==> src/design/hci_pkg.sv <==
// ----------------------------------------------------------------------------
// hci_pkg: shared types and constants of the Hilbert curve index block
// Widths of the fixed-point datapath, register indexes, reset values and the
// per-level working item that travels down the level pipeline.
// ----------------------------------------------------------------------------
package hci_pkg;

	// Q16.16 coordinates and axis components.
	localparam int unsigned COORD_W = 32;
	// The working centre moves by at most twice the initial half extent in total.
	localparam int unsigned CENTRE_W = 34;
	// Point minus centre.
	localparam int unsigned DIFF_W = 35;
	// One exact product and the exact sum of two products.
	localparam int unsigned PROD_W = 67;
	localparam int unsigned SUM_W = 68;

	// Result width and the bit position of the first level's quadrant.
	localparam int unsigned INDEX_W = 32;
	localparam int unsigned TOP_SHIFT = 30;
	localparam int unsigned MAX_LEVELS = 16;

	// Configuration register indexes.
	localparam int unsigned REG_IDX_W = 3;
	localparam logic [REG_IDX_W-1:0] REG_ORIGIN_X = 3'd0;
	localparam logic [REG_IDX_W-1:0] REG_ORIGIN_Y = 3'd1;
	localparam logic [REG_IDX_W-1:0] REG_RED_X = 3'd2;
	localparam logic [REG_IDX_W-1:0] REG_RED_Y = 3'd3;
	localparam logic [REG_IDX_W-1:0] REG_BLUE_X = 3'd4;
	localparam logic [REG_IDX_W-1:0] REG_BLUE_Y = 3'd5;

	// Reset values: unit square around the origin.
	localparam logic signed [COORD_W-1:0] RST_ORIGIN = 32'sd0;
	localparam logic signed [COORD_W-1:0] RST_AXIS_ONE = 32'sd65536;
	localparam logic signed [COORD_W-1:0] RST_AXIS_ZERO = 32'sd0;

	// Quadrant codes.
	localparam logic [1:0] QUAD_0 = 2'd0;
	localparam logic [1:0] QUAD_1 = 2'd1;
	localparam logic [1:0] QUAD_2 = 2'd2;
	localparam logic [1:0] QUAD_3 = 2'd3;

	// Working item of one point between levels.
	typedef struct packed {
		logic signed [COORD_W-1:0]  px;
		logic signed [COORD_W-1:0]  py;
		logic signed [CENTRE_W-1:0] cx;
		logic signed [CENTRE_W-1:0] cy;
		logic signed [COORD_W-1:0]  rx;
		logic signed [COORD_W-1:0]  ry;
		logic signed [COORD_W-1:0]  bx;
		logic signed [COORD_W-1:0]  by;
		logic [INDEX_W-1:0]         idx;
	} item_t;

endpackage

==> src/design/hci_out_buf.sv <==
// ----------------------------------------------------------------------------
// hci_out_buf: two-entry output buffer
// Holds finished indexes for the result channel and tells the pipeline
// whether it may advance, from a registered count only.
// ----------------------------------------------------------------------------
module hci_out_buf (
	input  logic                         clk,
	input  logic                         arst_n,
	input  logic                         push,
	input  logic [hci_pkg::INDEX_W-1:0]  push_data,
	output logic                         room,
	output logic                         tvalid,
	input  logic                         tready,
	output logic [hci_pkg::INDEX_W-1:0]  tdata
);

	logic [1:0] count_q;
	logic [hci_pkg::INDEX_W-1:0] head_q, tail_q;
	logic pop;

	assign pop = tvalid && tready;
	assign tvalid = (count_q != 2'd0);
	assign room = (count_q != 2'd2);
	assign tdata = head_q;

	// Occupancy count.
	always_ff @(posedge clk or negedge arst_n) begin
		if (!arst_n) begin
			count_q <= 2'd0;
		end else if (push && !pop) begin
			count_q <= count_q + 2'd1;
		end else if (pop && !push) begin
			count_q <= count_q - 2'd1;
		end
	end

	// Entry data: the head is what the channel shows.
	always_ff @(posedge clk) begin
		if (pop) begin
			if (push && (count_q == 2'd1)) begin
				head_q <= push_data;
			end else begin
				head_q <= tail_q;
			end
			if (push) begin
				tail_q <= push_data;
			end
		end else if (push) begin
			if (count_q == 2'd0) begin
				head_q <= push_data;
			end else begin
				tail_q <= push_data;
			end
		end
	end

endmodule

==> config.mk <==
export PLATFORM = sky130hd
export DESIGN_NAME = hci_out_buf
export DESIGN_NICKNAME = d
export VERILOG_FILES = /design/src/design/hci_pkg.sv /design/src/design/hci_out_buf.sv
export SDC_FILE = /design/constraint.sdc
export NUM_CORES = 1
export LEC_CHECK = 0
export ABC_AREA = 1
export BUFFER_PORTS_ARGS = -buffer_cell sky130_fd_sc_hd__buf_2
export CAP_MARGIN = 10
export CORE_MARGIN = 8
export CORE_UTILIZATION = 45
export CTS_BUF_LIST = sky130_fd_sc_hd__clkbuf_16
export CTS_CLUSTER_DIAMETER = 60
export DETAILED_ROUTE_END_ITERATION = 6
export PLACE_DENSITY = 0.73
export SYNTH_ARGS = -nofsm -noshare
export SYNTH_HDL_FRONTEND = slang
export SYNTH_SLANG_ARGS = --single-unit
==> constraint.sdc <==
create_clock -name clk -period 3.6 [get_ports clk]
set_input_delay 0.18 -clock clk [delete_from_list [all_inputs] [get_ports clk]]
set_output_delay 0.18 -clock clk [all_outputs]
set_load 0.02 [all_outputs]
==> qor.csv <==
metric;value;unit
share of layout cells above drive strength 1;32.6;%
final setup TNS;0;ns
final WL;5160;um
Compound-Gate Fraction of Synth Area;0.193;%
number of placement rows;27;
die span in y;91.9;um
Crit-path slowest cell;dfrtp_1;
maximum VDD drop;0.000626;V
Final Hold Viols;0;
number of global-route vias before repair;1800;
post-DP HPWL;3460;um
largest family of logic cells by synthesized area;simple AND/OR/NAND/NOR gates;
post-CTS sizing;0;
# DRC;0;
XOR/XNOR Fraction of Synth Area;0.338;%
delay-heaviest family, CP;buffers and inverters;
Mapped Cells;195;
Initial Utilization;46.8;%
clock root cell;clkbuf_16;
multiplexer share of the synthesized area;0;%
GR Overflow Total;0;
Yosys top cell by area;edfxtp_1;
die width;91.9;um
pins over their slew limit;0;
Via density;4.76;
top-area cell type share of the netlist area;74.1;%
crit-path most repeated cell;inv_1;
CP Capture Type;flop;
Yosys reg bits;66;
initial antenna violation count;0;
Setup Skew;0.00711;ns
worst reg2reg path endpoint;tdata[1]$_DFFE_PP_;
first-pass GRT wire length;8650;um
TritonCTS clock tree;done;
Synth Area in Simple Gates;17.4;%
Reg2Reg Depth;6;
hold_ws;0.0465;ns
Lkg Pwr;0.00145;uW
Max Cap Viol;0;
Die ar.;8450;um2
Worst R2R Setup Slack;1.46;ns
YS warnings;0;
Vias;1641;
Post-Synth Adder-Cell Area;1.93;%
fin nets;309;
Syn Area/Cell;13.3;um2
Final ANT Viol Nets;0;
RSZ-0062 raised after global routing;no;
cell area after synthesis;2590;um2
Wirelength per Cell;15.0;um
GP Congestion;0.693;
WP buf/inv;3;
Hold Path Stages;1;
slew margin rel.;32.3;%
critical path required time;3.54;ns
largest net degree at the start of global routing;34;
TritonCTS Buffers;9;
Mapped Nets;235;
TritonRoute pass-1 iters;4;
Area contributors post-synth;edfxtp_1 74%, nand2_1 10%, nand3_1 6.2%;
n_diodes;0;
CTS Buffer Depth;2;
core region area;5540;um2
CP cell instances;inv_1 -> ha_1 -> nor2_4 -> buf_4 -> inv_1 -> o21ai_4;
achievable frequency;467;MHz
stages on the worst setup path;6;
Util after Layout;59.1;%
Area growth syn-to-layout;26.4;%
Skew-Pair Late Insertion Delay;0.32;ns
worst-margin pin slew;1.01;ns
Final setup viols;0;
Distinct cells, synth;16;
DRT iter0 DRCs;133;
all-layer global routing usage;13.3;%
Setup crit start kind;flop;
H-tree depth;3;
crit path DAT;2.08;ns
sequential share of the synthesized area;76.1;%
Tmin final;2.14;ns
outcome;finished, final reports clean;
Clock Sinks;66;
crit-path max cell delay;0.39;ns
clk slew on worst S/H paths;0.05;ns
WHS Endpoint;tail_q[20]$_DFFE_PP_;
WS Path Type;flop to flop;
Pwr Density;877;nW/um2
Hold Startpoint;push_data[20];
Final Cycle Share;59.4;%
min-delay worst type;input port to flop;
number of port buffers;69;
I/O pin total;70;
CP Max Fanout;33;
FF-to-FF Start;count_q[0]$_DFFE_PN0P_;
-- synth_stat cells (all sizes together) --
master and number:
edfxtp 64, ha 4, dfrtp 2, inv 9, nand3b 1, o21ai 1
nor2 2, nand2 69, xnor2 1, nand3 33, buf 9
-- per-layer routing --
| layer | vias up | track usage (%) | share of wire, % |
|---|---|---|---|
| li1 | 823 | - | - |
| met1 | 758 | 13.8 | 40 |
| met2 | 54 | 21.0 | 50 |
| met3 | 6 | 6.60 | 8.6 |
| met4 | 0 | 8.99 | 2.1 |
| met5 | - | 0 | 0 |
-- worst reg2reg max path: stages, from the launching register on --
cell     delay (ns)
dfrtp_1        0.39
inv_1          0.08
ha_1           0.29
nor2_4         0.12
buf_4          0.32
inv_1          0.15
o21ai_4        0.39
-- through the flow --
stage / setup WS, ns / total power [uW] / std cells / instance area, um2
after floorplan: 0.0110 / 1840 / 195 / 2590
after global placement: 1.52 / 2070 / 329 / 2990
after detailed placement: 1.45 / 2090 / 329 / 2990
after CTS: 1.43 / 2910 / 345 / 3280
after global routing: 1.21 / 3050 / 345 / 3280
final: 1.46 / 2870 / 345 / 3280
-- state kept, by name, summed over array words and instances (netlist names) --
register  flops
count_q       2
tail_q       32
tdata        32
-- how the worst max path moves through the flow --
stage,startpoint,to,slack (ns)
final,count_q[0]$_DFFE_PN0P_,tdata[1]$_DFFE_PP_,1.46
after global routing,count_q[1]$_DFFE_PN0P_,tdata[23]$_DFFE_PP_,1.21
after CTS,count_q[0]$_DFFE_PN0P_,tdata[13]$_DFFE_PP_,1.43
after detailed placement,count_q[0]$_DFFE_PN0P_,tdata[13]$_DFFE_PP_,1.45
after global placement,count_q[0]$_DFFE_PN0P_,tdata[22]$_DFFE_PP_,1.52
after floorplan,count_q[0]$_DFFE_PN0P_,tdata[0]$_DFFE_PP_,0.01
-- layout make-up --
type / instances / area (um2)
Fill cell: 462 / 2260
Sequential cell: 66 / 1970
Multi-Input combinational cell: 111 / 534
Timing Repair Buffer: 72 / 370
Clock buffer: 9 / 225
Tap cell: 72 / 90.1
Clock inverter: 6 / 51.3
Inverter: 9 / 33.8
-- logic make-up after synthesis --
kind of cell,count (synthesis)
AO/OA/AOI/OAI,1
XOR/XNOR,1
adder cells (fa/ha/maj),4
buffers and inverters,18
flip-flops,66
AND/OR/NAND/NOR,105
-- placed cells by master, fill, tap and decap left out, drive strengths merged --
cell,instances
o21ai,1
dlygate4sd3,1
nand3,33
inv,11
clkinv,3
clkbuf,9
ha,4
nand3b,1
dfrtp,2
nor2,2
edfxtp,64
xnor2,1
bufinv,1
nand2,69
buf,71
-- power breakdown --
group,switching (uW),leakage [uW],total (uW),internal [uW]
Combinational,597,0.000661,834,236
Sequential,60.9,0.000643,1230,1170
Clock,289,0.000145,810,521
-- timing repair --
| action | in CTS | in global routing |
|---|---|---|
| endpoints found under the hold margin | 2 | 0 |
| hold buffers | 1 | 0 |
| setup endpoints to repair | 0 | 0 |
| buffers inserted | 0 | 0 |
Note: power is estimated with default switching activity, not from simulation.
